$ cat src/hw/rtl/pcrm_pkg.sv
// pcrm_pkg: shared types and codes for the packet capture ring manager
// no dependencies; used by every pcrm module and the core top level

package pcrm_pkg;

  localparam int CFG_IDX_W  = 3;
  localparam int CFG_DATA_W = 32;

  localparam logic [CFG_IDX_W-1:0] REG_CAPTURE_ENABLE    = 3'd0;
  localparam logic [CFG_IDX_W-1:0] REG_DESCRIPTOR_ENABLE = 3'd1;
  localparam logic [CFG_IDX_W-1:0] REG_DESTINATION       = 3'd2;
  localparam logic [CFG_IDX_W-1:0] REG_RUNOUT_POLICY     = 3'd3;
  localparam logic [CFG_IDX_W-1:0] REG_CAPTURE_LIMIT     = 3'd4;
  localparam logic [CFG_IDX_W-1:0] REG_REGION_BYTES      = 3'd5;

  localparam logic [1:0] DEST_CONSOLE = 2'd0;
  localparam logic [1:0] DEST_MEMORY  = 2'd1;
  localparam logic [1:0] DEST_BOTH    = 2'd2;
  localparam logic [1:0] DEST_BAD     = 2'd3;

  localparam logic [1:0] POLICY_WRAP    = 2'd0;
  localparam logic [1:0] POLICY_NOTIFY  = 2'd1;
  localparam logic [1:0] POLICY_DISCARD = 2'd2;
  localparam logic [1:0] POLICY_BAD     = 2'd3;

  localparam logic MODE_PACKET = 1'b0;
  localparam logic MODE_REWIND = 1'b1;

  typedef struct packed {
    logic        capture_enable;
    logic        descriptor_enable;
    logic [1:0]  destination;
    logic [1:0]  runout_policy;
    logic [11:0] capture_limit;
    logic [31:0] region_bytes;
  } cfg_t;

  typedef struct packed {
    logic        mode;
    logic [15:0] packet_length;
    logic [1:0]  ring_kind;
    logic        descriptor_present;
  } item_t;

  typedef struct packed {
    logic        console_dump;
    logic        header_write;
    logic        header_valid;
    logic [9:0]  slot_index;
    logic [31:0] data_offset;
    logic [11:0] capture_length;
    logic [31:0] sequence_number;
    logic [1:0]  ring_kind_out;
    logic        full_event;
    logic        descriptor_dump;
    logic        table_clear;
  } result_t;

endpackage

$ cat src/hw/rtl/packet_capture_ring_manager_core.sv
// packet_capture_ring_manager_core: top level of the packet capture ring manager
// depends on pcrm_pkg, pcrm_cfg_regs, pcrm_ring_engine, pcrm_out_stage
//
//   channel   handshake             payload
//   input     in_valid / in_ready   mode, packet_length, ring_kind, descriptor_present
//   output    out_valid / out_ready console_dump .. table_clear (11 fields)
//   config    cfg_write             cfg_index, cfg_data (no wait, no read-back)
//
// one word per cycle sustained while out_ready is high; a result appears in the cycle after its word is taken
// the decision is one compare-and-add pass from the ring state into the result register
// in_ready is low only while the result register is full and out_ready is low
// rst is synchronous: registers to defaults, slot 0, offset 0, sequence 1

module packet_capture_ring_manager_core #(
  parameter int SLOT_COUNT      = 1024,
  parameter int DATA_START      = 65536,
  parameter int MAX_CAPTURE     = 2048,
  parameter int DEFAULT_CAPTURE = 128
) (
  input  logic                            clk,
  input  logic                            rst,
  input  logic                            cfg_write,
  input  logic [pcrm_pkg::CFG_IDX_W-1:0]  cfg_index,
  input  logic [pcrm_pkg::CFG_DATA_W-1:0] cfg_data,
  input  logic                            in_valid,
  output logic                            in_ready,
  input  logic                            mode,
  input  logic [15:0]                     packet_length,
  input  logic [1:0]                      ring_kind,
  input  logic                            descriptor_present,
  output logic                            out_valid,
  input  logic                            out_ready,
  output logic                            console_dump,
  output logic                            header_write,
  output logic                            header_valid,
  output logic [9:0]                      slot_index,
  output logic [31:0]                     data_offset,
  output logic [11:0]                     capture_length,
  output logic [31:0]                     sequence_number,
  output logic [1:0]                      ring_kind_out,
  output logic                            full_event,
  output logic                            descriptor_dump,
  output logic                            table_clear
);

  pcrm_pkg::cfg_t    cfg;
  pcrm_pkg::item_t   item;
  pcrm_pkg::result_t result;
  pcrm_pkg::result_t out_data;
  logic              fire;

  assign item.mode               = mode;
  assign item.packet_length      = packet_length;
  assign item.ring_kind          = ring_kind;
  assign item.descriptor_present = descriptor_present;
  assign fire                    = in_valid && in_ready;

  pcrm_cfg_regs #(
    .MAX_CAPTURE    (MAX_CAPTURE),
    .DEFAULT_CAPTURE(DEFAULT_CAPTURE)
  ) u_cfg (
    .clk      (clk),
    .rst      (rst),
    .cfg_write(cfg_write),
    .cfg_index(cfg_index),
    .cfg_data (cfg_data),
    .cfg      (cfg)
  );

  pcrm_ring_engine #(
    .SLOT_COUNT(SLOT_COUNT),
    .DATA_START(DATA_START)
  ) u_engine (
    .clk   (clk),
    .rst   (rst),
    .cfg   (cfg),
    .item  (item),
    .fire  (fire),
    .result(result)
  );

  pcrm_out_stage u_out (
    .clk      (clk),
    .rst      (rst),
    .load     (fire),
    .load_data(result),
    .can_load (in_ready),
    .out_valid(out_valid),
    .out_ready(out_ready),
    .out_data (out_data)
  );

  assign console_dump    = out_data.console_dump;
  assign header_write    = out_data.header_write;
  assign header_valid    = out_data.header_valid;
  assign slot_index      = out_data.slot_index;
  assign data_offset     = out_data.data_offset;
  assign capture_length  = out_data.capture_length;
  assign sequence_number = out_data.sequence_number;
  assign ring_kind_out   = out_data.ring_kind_out;
  assign full_event      = out_data.full_event;
  assign descriptor_dump = out_data.descriptor_dump;
  assign table_clear     = out_data.table_clear;

endmodule

$ cat src/hw/rtl/pcrm_cfg_regs.sv
// pcrm_cfg_regs: configuration register file with write filtering and saturation
// depends on pcrm_pkg

module pcrm_cfg_regs #(
  parameter int MAX_CAPTURE     = 2048,
  parameter int DEFAULT_CAPTURE = 128
) (
  input  logic                             clk,
  input  logic                             rst,
  input  logic                             cfg_write,
  input  logic [pcrm_pkg::CFG_IDX_W-1:0]   cfg_index,
  input  logic [pcrm_pkg::CFG_DATA_W-1:0]  cfg_data,
  output pcrm_pkg::cfg_t                   cfg
);

  localparam logic [31:0] MAX_CAP_W = 32'(MAX_CAPTURE);

  logic [11:0] limit_next;

  always_comb begin
    if (32'(cfg_data[11:0]) < MAX_CAP_W) begin
      limit_next = cfg_data[11:0];
    end else begin
      limit_next = MAX_CAP_W[11:0];
    end
  end

  always_ff @(posedge clk) begin
    if (rst) begin
      cfg.capture_enable    <= 1'b0;
      cfg.descriptor_enable <= 1'b0;
      cfg.destination       <= pcrm_pkg::DEST_CONSOLE;
      cfg.runout_policy     <= pcrm_pkg::POLICY_WRAP;
      cfg.capture_limit     <= 12'(DEFAULT_CAPTURE);
      cfg.region_bytes      <= '0;
    end else if (cfg_write) begin
      unique case (cfg_index)
        pcrm_pkg::REG_CAPTURE_ENABLE:    cfg.capture_enable    <= cfg_data[0];
        pcrm_pkg::REG_DESCRIPTOR_ENABLE: cfg.descriptor_enable <= cfg_data[0];
        pcrm_pkg::REG_DESTINATION: begin
          if (cfg_data[1:0] != pcrm_pkg::DEST_BAD) cfg.destination <= cfg_data[1:0];
        end
        pcrm_pkg::REG_RUNOUT_POLICY: begin
          if (cfg_data[1:0] != pcrm_pkg::POLICY_BAD) cfg.runout_policy <= cfg_data[1:0];
        end
        pcrm_pkg::REG_CAPTURE_LIMIT:     cfg.capture_limit     <= limit_next;
        pcrm_pkg::REG_REGION_BYTES:      cfg.region_bytes      <= cfg_data;
        default: begin
        end
      endcase
    end
  end

endmodule

$ cat src/hw/rtl/pcrm_ring_engine.sv
// pcrm_ring_engine: slot and offset state, overflow test and per-word decision
// depends on pcrm_pkg; fed by pcrm_cfg_regs, feeds pcrm_out_stage

module pcrm_ring_engine #(
  parameter int SLOT_COUNT = 1024,
  parameter int DATA_START = 65536
) (
  input  logic              clk,
  input  logic              rst,
  input  pcrm_pkg::cfg_t    cfg,
  input  pcrm_pkg::item_t   item,
  input  logic              fire,
  output pcrm_pkg::result_t result
);

  localparam int          SLOT_W    = $clog2(SLOT_COUNT);
  localparam logic [31:0] SLOT_LAST = 32'(SLOT_COUNT - 1);
  localparam logic [33:0] START_W   = 34'(DATA_START);

  logic [SLOT_W-1:0] next_slot;
  logic [SLOT_W-1:0] next_slot_next;
  logic [31:0]       write_offset;
  logic [31:0]       write_offset_next;
  logic [31:0]       sequence_counter;
  logic [31:0]       sequence_counter_next;

  logic [11:0]       cap;
  logic              slot_full;
  logic              region_over;
  logic              over;
  logic              wrap;
  logic              store;
  logic [SLOT_W-1:0] eff_slot;
  logic [31:0]       eff_offset;
  logic [31:0]       slot_wide;

  always_comb begin
    if (16'(cfg.capture_limit) > item.packet_length) begin
      cap = item.packet_length[11:0];
    end else begin
      cap = cfg.capture_limit;
    end
    slot_full   = 32'(next_slot) >= SLOT_LAST;
    region_over = (START_W + {2'b00, write_offset} + 34'(cap)) > {2'b00, cfg.region_bytes};
    over        = slot_full || region_over;
    wrap        = over && (cfg.runout_policy == pcrm_pkg::POLICY_WRAP);
    store       = !over || wrap;
    eff_slot    = wrap ? '0 : next_slot;
    eff_offset  = wrap ? '0 : write_offset;
    slot_wide   = 32'(eff_slot);
  end

  always_comb begin
    result                = '0;
    next_slot_next        = next_slot;
    write_offset_next     = write_offset;
    sequence_counter_next = sequence_counter;
    if (item.mode == pcrm_pkg::MODE_REWIND) begin
      result.table_clear = 1'b1;
      next_slot_next     = '0;
      write_offset_next  = '0;
    end else begin
      result.descriptor_dump = cfg.descriptor_enable && item.descriptor_present;
      result.capture_length  = cap;
      result.sequence_number = sequence_counter;
      sequence_counter_next  = sequence_counter + 32'd1;
      if (cfg.capture_enable) begin
        result.console_dump = (cfg.destination == pcrm_pkg::DEST_CONSOLE) ||
                              (cfg.destination == pcrm_pkg::DEST_BOTH);
        if ((cfg.destination == pcrm_pkg::DEST_MEMORY) ||
            (cfg.destination == pcrm_pkg::DEST_BOTH)) begin
          result.header_write  = 1'b1;
          result.slot_index    = slot_wide[9:0];
          result.ring_kind_out = item.ring_kind;
          result.full_event    = over && (cfg.runout_policy == pcrm_pkg::POLICY_NOTIFY);
          if (store) begin
            result.header_valid = 1'b1;
            result.data_offset  = eff_offset;
            write_offset_next   = eff_offset + 32'(cap);
            next_slot_next      = eff_slot + SLOT_W'(1);
          end
        end
      end
    end
  end

  always_ff @(posedge clk) begin
    if (rst) begin
      next_slot        <= '0;
      write_offset     <= '0;
      sequence_counter <= 32'd1;
    end else if (fire) begin
      next_slot        <= next_slot_next;
      write_offset     <= write_offset_next;
      sequence_counter <= sequence_counter_next;
    end
  end

`ifndef NO_ASSERTIONS
  a_slot_in_range: assert property (@(posedge clk) disable iff (rst)
    32'(next_slot) <= SLOT_LAST)
    else $error("slot pointer beyond table");
  a_rewind_clears: assert property (@(posedge clk) disable iff (rst)
    (fire && item.mode == pcrm_pkg::MODE_REWIND) |=> (next_slot == '0 && write_offset == '0))
    else $error("rewind did not reset ring");
  a_seq_advances: assert property (@(posedge clk) disable iff (rst)
    (fire && item.mode == pcrm_pkg::MODE_PACKET) |=>
      (sequence_counter == $past(sequence_counter) + 32'd1))
    else $error("sequence counter did not advance");
  a_valid_needs_write: assert property (@(posedge clk) disable iff (rst)
    (result.header_valid || result.full_event) |-> result.header_write)
    else $error("header flags without header write");
`endif

endmodule

$ cat src/hw/rtl/pcrm_out_stage.sv
// pcrm_out_stage: result register with valid/ready handshake
// depends on pcrm_pkg

module pcrm_out_stage (
  input  logic              clk,
  input  logic              rst,
  input  logic              load,
  input  pcrm_pkg::result_t load_data,
  output logic              can_load,
  output logic              out_valid,
  input  logic              out_ready,
  output pcrm_pkg::result_t out_data
);

  assign can_load = !out_valid || out_ready;

  always_ff @(posedge clk) begin
    if (rst) begin
      out_valid <= 1'b0;
    end else if (load) begin
      out_valid <= 1'b1;
    end else if (out_ready) begin
      out_valid <= 1'b0;
    end
  end

  always_ff @(posedge clk) begin
    if (load) begin
      out_data <= load_data;
    end
  end

endmodule
$ cat config.mk
export PLATFORM = sky130hd
export DESIGN_NAME = packet_capture_ring_manager_core
export DESIGN_NICKNAME = d
export VERILOG_FILES = /design/src/hw/rtl/pcrm_pkg.sv /design/src/hw/rtl/packet_capture_ring_manager_core.sv /design/src/hw/rtl/pcrm_cfg_regs.sv /design/src/hw/rtl/pcrm_ring_engine.sv /design/src/hw/rtl/pcrm_out_stage.sv
export SDC_FILE = /design/constraint.sdc
export NUM_CORES = 1
export LEC_CHECK = 0
export BUFFER_PORTS_ARGS = -buffer_cell sky130_fd_sc_hd__buf_2
export CAP_MARGIN = 5
export CORE_AREA = 2 2 152 154
export CTS_CLUSTER_SIZE = 8
export DETAILED_ROUTE_END_ITERATION = 7
export DIE_AREA = 0 0 154 156
export GPL_ROUTABILITY_DRIVEN = 0
export HOLD_SLACK_MARGIN = 0.05
export PLACE_DENSITY = 0.76
export SYNTH_ARGS = -nofsm -noshare
export SYNTH_HDL_FRONTEND = slang
export SYNTH_SLANG_ARGS = --single-unit
$ cat constraint.sdc
create_clock -name clk -period 12.91 [get_ports clk]
set_input_delay 2.582 -clock clk [delete_from_list [all_inputs] [get_ports clk]]
set_output_delay 2.582 -clock clk [all_outputs]
set_load 0.005 [all_outputs]
# Word-level counts from Yosys, hierarchy flattened
# Cells that the tools add are included.
# W data, S select, Z words.
[word_totals]
output_inout_bits = 96
n_memories = 0
latch_bits = 0
rom_bits = 0
ff_bits = 219
inputBits = 60
elab_cells = 90
ram_bits = 0
[classes]
multipliers = 0
n_lt_le_gt_ge = 4
shift = 0
reduce_logical = 29
n_eq_ne = 9
mux = 18
bitwise = 4
n_addsub = 5
div_mod_pow = 0
[ops]
columns = ["operator", "count"]
rows = [
  ["$mux W32", 6],
  ["$mux W10", 5],
  ["$mux W44", 1],
  ["$add A34 B12 Y34", 1],
  ["$gt A34 B32 Y1", 1],
  ["$add A17 B32 Y33 const A", 1],
  ["$add A32 B1 Y32 const B", 1],
  ["$add A32 B12 Y32", 1],
  ["$mux W12", 2],
  ["$gt A12 B16 Y1", 1],
  ["$lt A12 B12 Y1 const B", 1],
  ["$add A10 B1 Y10 const B", 1],
  ["$ge A10 B10 Y1 const B", 1],
  ["$reduce_and A2 Y1", 5],
  ["$reduce_bool A2 Y1", 4],
  ["$eq A3 B2 Y1 const B", 2],
  ["$eq A3 B3 Y1 const B", 2],
  ["$reduce_and A3 Y1", 2],
  ["$logic_or A1 B1 Y1", 5],
  ["$eq A2 B1 Y1 const B", 2],
  ["$logic_and A1 B1 Y1", 4],
  ["$logic_not A2 Y1", 2],
  ["$mux W1", 4],
  ["$not A1 Y1", 4],
  ["other kinds (9)", 10],
]

# Logic depth before layout (Yosys ltp)
[depth]
ltp_word = 12
mapped_depth = 46
mapped_depth_nobuf = 43

# Modules after synthesis
# From an unflattened synthesis, not the netlist that was laid out.
[hier_totals]
hier_cells = 1283
area_unflattened_um2 = 11827.6
[modules_own_cells]
columns = ["mod", "area_each_um2", "cells_per_inst", "n_inst"]
rows = [
  ["pcrm_ring_engine", 7089.3, 964, 1],
  ["pcrm_out_stage", 2869.0, 98, 1],
  ["pcrm_cfg_regs", 1863.0, 220, 1],
  ["packet_capture_ring_manager_core", 6.3, 1, 1],
]

# Least setup slack after synthesis
# Ideal clock, no wire load.
[synth_path]
path_type = "input to register"
startpoint = "input port packet_length[1]"
endpoint = "register u_engine.write_offset[22]"
setup_time_ns = 0.117
slack_ns = 1.969
arrival_ns = 10.824
cell_stages = 45
n_path_buf = 4
cell_sequence = "inv_1 ha_1 nor2b_1 o21a_1 o21a_1 o21a_1 o21ai_0 nand2b_1 a21oi_1 o211ai_1 clkbuf_1 mux2_2 ha_1 a21o_1 a21oi_1 o21bai_1 a21oi_1 o31ai_1 [... 9 more ...] a21oi_1 a21boi_1 buf_2 buf_2 nor2b_1 ha_1 inv_1 fa_1 nor2b_1 o2111ai_1 nand3_1 o31a_1 a31oi_1 or3_1 clkbuf_1 or3_1 and2_1 o22a_1"
[synth_via]
elab_chain_len = 12
[synth_rtl]
columns = ["element", "line_no", "source"]
rows = [
  ["from (decl)", "packet_capture_ring_manager_core.sv:28", "input logic [15:0] packet_length,"],
  ["$gt A12 B16 Y1", "pcrm_ring_engine.sv:38", "if (16'(cfg.capture_limit) > item.packet_length) begin"],
  ["$mux W12 (*)", "pcrm_ring_engine.sv:38", ""],
  ["via u_engine.cap[1]", "pcrm_ring_engine.sv:27", "logic [11:0] cap;"],
  ["$add A34 B12 Y34 (*)", "pcrm_ring_engine.sv:44", "region_over = (START_W + {2'b00, write_offset} + 34'(cap)) > {2'b00, cfg.region_bytes};"],
  ["$gt A34 B32 Y1 (*)", "pcrm_ring_engine.sv:44", ""],
  ["$logic_or A1 B1 Y1 (*)", "pcrm_ring_engine.sv:45", "over = slot_full || region_over;"],
  ["$logic_and A1 B1 Y1 (*)", "pcrm_ring_engine.sv:46", "wrap = over && (cfg.runout_policy == pcrm_pkg::POLICY_WRAP);"],
  ["$mux W32 (*)", "pcrm_ring_engine.sv:49", "eff_offset = wrap ? '0 : write_offset;"],
  ["via u_engine.eff_offset[0]", "pcrm_ring_engine.sv:34", "logic [31:0] eff_offset;"],
  ["$add A32 B12 Y32 (*)", "pcrm_ring_engine.sv:79", "write_offset_next = eff_offset + 32'(cap);"],
  ["$mux W32 (*)", "pcrm_ring_engine.sv:76", "if (store) begin"],
  ["$mux W32 (*)", "pcrm_ring_engine.sv:70", "if ((cfg.destination == pcrm_pkg::DEST_MEMORY) ||"],
  ["$mux W32 (*)", "pcrm_ring_engine.sv:67", "if (cfg.capture_enable) begin"],
  ["$mux W32 (*)", "pcrm_ring_engine.sv:58", "if (item.mode == pcrm_pkg::MODE_REWIND) begin"],
  ["to (signal assigned)", "pcrm_ring_engine.sv:94", "write_offset <= write_offset_next;"],
  ["to (decl)", "pcrm_ring_engine.sv:22", "logic [31:0] write_offset;"],
]
# Mark *: on every way through the listed nets, which the timed path passes. The rest lies on a longest branch. The select of a mux whose other input is x is not followed.
# A chain may end at the register's enable or synchronous reset.

# Worst setup path after layout
[layout_path]
startpoint = "input port packet_length[1]"
endpoint = "register u_engine.write_offset[22]"
[layout_via]
elab_chain_len = 12
[layout_rtl]
columns = ["element", "line_no"]
rows = [
  ["$gt A12 B16 Y1", "pcrm_ring_engine.sv:38"],
  ["$mux W12", "pcrm_ring_engine.sv:38"],
  ["via u_engine.cap[7]", "pcrm_ring_engine.sv:27"],
  ["$add A34 B12 Y34", "pcrm_ring_engine.sv:44"],
  ["$gt A34 B32 Y1", "pcrm_ring_engine.sv:44"],
  ["$logic_or A1 B1 Y1", "pcrm_ring_engine.sv:45"],
  ["$logic_and A1 B1 Y1", "pcrm_ring_engine.sv:46"],
  ["$mux W32", "pcrm_ring_engine.sv:49"],
  ["via u_engine.eff_offset[0]", "pcrm_ring_engine.sv:34"],
  ["$add A32 B12 Y32", "pcrm_ring_engine.sv:79"],
  ["$mux W32", "pcrm_ring_engine.sv:76"],
  ["$mux W32", "pcrm_ring_engine.sv:70"],
  ["$mux W32", "pcrm_ring_engine.sv:67"],
  ["$mux W32", "pcrm_ring_engine.sv:58"],
]
# The timed path passes the listed nets, and every way through them passes these cells. The select of a mux whose other input is x is not followed.

==> run metrics <==
status=complete, no violations; Vias per Instance=between 5 and 6; main combinational cell family by area after synthesis=simple AND/OR/NAND/NOR gates; clock slew at reported path FFs=~0.05 ns; Hold Buf Count CTS=0; routed wl met3=~1600 um; post-CTS sizing=0; CP Launch Type=primary input; Die X=between 150 and 200 um; Req. time, crit path=around 13 ns; number of max-cap violations=0; Core Util, Final=between 60 and 70%; Rel. slew slack=between 20% and 30%; n_diodes=0; Crit. End Element=flip-flop; crit path max fanout=16; Async S/R FF share, synth=0%; first-pass GRT wire length=roughly 48000 um; post-route met1 wirelength=roughly 13000 um; Hold Crit Class=reg -> reg; number of enable flip-flop cells after synthesis=94; clock latency on the worst-skew pair=about 0.56 ns; number of remaining DRC errors=0; Top cell by count, worst path=ha_1; 1st-iter DRT viols=823; cts bufs inserted=31; Cell Pwr Density=around 110 mW/mm2; period utilisation layout=91.8%; Post-CTS Setup Bufs=0; router iterations before antenna repair=5; commonest non-fill, non-tap cells in the layout=156 x nand2_1, 154 x buf_2, 125 x dfxtp_1, 103 x nor2_1, 102 x a21oi_1; top routing layer in use=met4; Slew @ Worst Pin=approximately 1.2 ns; # rows=55; Pleak=roughly 5.5 nW; crit path time final=11.85 ns; fmax=between 80 and 90 MHz; RSZ-0062 raised after global routing=no; syn_nets=1461; Mapped Area=approximately 0.012 mm2; number of I/O port buffers=between 150 and 200; worst r2r src=u_cfg.cfg[33]; Post-Synth Simple-Gate Area=about a quarter; #FFs+latches synth=approximately 220; Synth Area in XOR/XNOR=5.99%; routed length per instance=between 15 and 20 um; GR Util All Layers=24.3%; Worst VDD drop=around 0.11 mV; Routed Antenna Nets=0; share of cells above drive strength 1=between 15 and 20%; # IOs=between 150 and 200; slowest stage cell, crit path=o211ai_1; TNS Setup=0 ns; Crit path largest cell delay=between 0.7 and 0.8 ns; final-report max-slew violation count=0; vias post-DR=between 9k and 10k; CTS Sinks=approximately 220; yosys warns=0; Final Hold Viols=0; CTS Root Cell=clkbuf_16; Cell variety after synth=68; mux share of post-synthesis cell area=2.93%; most common cell after layout, fill and taps aside=nand2_1; initial antenna violation count=0; Synth Area in Adders=roughly 8.1%; FF-to-FF path depth=39; sequential share of the synthesized area=between 40% and 50%; CTS H-tree lvls=1; vias in the first global route=~9.6k; initial core utilization=54.2%; Final nets=1599; Setup WS post-layout=around 1.1 ns; largest net degree at the start of global routing=80; Core ar.=0.0224 mm2; min-delay src=u_cfg.cfg[30]; met2 WL=around 15000 um; die area=around 0.024 mm2; Endpoint, Worst Hold=u_cfg.cfg[30]; maximum root-to-sink buffer count=3; reg-to-reg setup timing slack=between 2 and 3 ns; Final setup violation count=0; Clock Skew=0.0167 ns; grt ovf=0; Area growth syn-to-layout=15.3%; HPWL Detailed=21400 um; Arrival @ worst endpoint=roughly 12 ns; Hold Path Depth=2; Post-Route WL=a little under 30000 um; TritonCTS clock tree=done; Syn Area/Cell=9.16 um2; Setup WS pre-CTS=0.752 ns; Synth Area in Compound Gates=roughly 11%; die height=around 160 um; CP Class=in -> reg; Synth Flop Type=dfxtp_1; Mapped Cells=roughly 1.3k; R2R Path End=u_engine.write_offset[22]
==> where the power goes <==
group	leakage (nW)	total [mW]	switching (mW)	internal, mW
clock	0.428	0.740	0.289	0.451
sequential	1.95	0.748	0.00671	0.741
combinational	3.14	0.106	0.0678	0.0383
==> kinds of logic (layout without fill, tap and decap cells) <==
logic type               after synthesis  count (layout)
AND/OR/NAND/NOR                      559             559
AO/OA/AOI/OAI                        219             219
flip-flops                           219             219
buffers and inverters                133             293
XOR/XNOR                              83              83
adder cells (fa/ha/maj)               77              77
multiplexers                          34              34
==> Yosys cell counts (all sizes together) (3+ instances only) <==
library cell / count / area, um2
xor2: 32 / 280
o2111ai: 3 / 26.3
a31oi: 16 / 100
or4: 3 / 22.5
nand3: 39 / 195
clkbuf: 44 / 165
o311ai: 3 / 26.3
nand2b: 28 / 175
nand3b: 14 / 105
dfxtp: 125 / 2500
xnor2: 51 / 447
edfxtp: 94 / 2820
nand4: 22 / 138
a311o: 3 / 30.0
nor2: 103 / 387
ha: 75 / 938
o21bai: 5 / 37.5
nor2b: 55 / 344
o31ai: 6 / 45.0
mux2: 12 / 135
nor4: 24 / 180
inv: 74 / 278
nor3: 21 / 110
mux2i: 22 / 220
a21o: 20 / 150
o21ai: 28 / 140
o21a: 7 / 52.6
nor3b: 5 / 37.5
or3: 17 / 106
a21oi: 102 / 510
and2: 38 / 238
and3: 16 / 100
or2: 6 / 37.5
nand2: 156 / 586
a211oi: 4 / 35.0
o22ai: 3 / 18.8
buf: 15 / 91.3
==> critical path, delay by kind of cell <==
kind | cells | cell delay (ns)
compound gates | 16 | 4.04
simple gates | 14 | 2.92
fa+ha+maj | 5 | 1.49
buf+inv | 4 | 0.63
mux | 1 | 0.40
xor+xnor | 1 | 0.22
==> how the worst max path moves through the flow <==
stage / from / end / slack [ns] / depth (start not counted)
floorplan: packet_length[1] / u_engine.write_offset[22] / 1.97 / 45
global placement: packet_length[1] / u_engine.write_offset[22] / 1.10 / 41
global route: packet_length[1] / u_engine.write_offset[22] / 0.32 / 41
detailed placement: packet_length[1] / u_engine.write_offset[22] / 0.75 / 41
CTS: packet_length[1] / u_engine.write_offset[22] / 1.25 / 41
finish: packet_length[1] / u_engine.write_offset[22] / 1.06 / 41
==> metrics by stage <==
step	area (um2)	power [mW]	hold WS (ns)	cells
floorplan	12100	0.823	0.436	1324
global route	14000	1.65	0.477	1769
finish	14000	1.59	0.451	1769
global placement	13100	0.865	0.444	1714
CTS	14000	1.61	0.454	1769
detailed placement	13100	0.867	0.447	1714
==> registers in the layout (all words and copies together) (netlist names) <==
| signal | cells |
|---|---|
| u_engine.next_slot | 10 |
| u_cfg.cfg | 50 |
| u_engine.write_offset | 32 |
| u_out.out_valid | 1 |
| u_out.out_data | 94 |
| u_engine.sequence_counter | 32 |
==> metal layers <==
metal	global-route usage (%)	vias up
li1	-	4909
met1	30.2	4634
met2	43.2	349
met3	4.00	75
met4	7.97	0
met5	0	-
==> final cells by class <==
type / instances / area [um2]
repair buffers: 164 / 846
clock buffers: 53 / 868
fillers: 1863 / 8380
well taps: 285 / 357
inverters: 74 / 278
flip-flops and latches: 219 / 5330
clock inverters: 2 / 25.0
multi-input cells: 972 / 6280
Note: power is estimated with default switching activity, not from simulation.
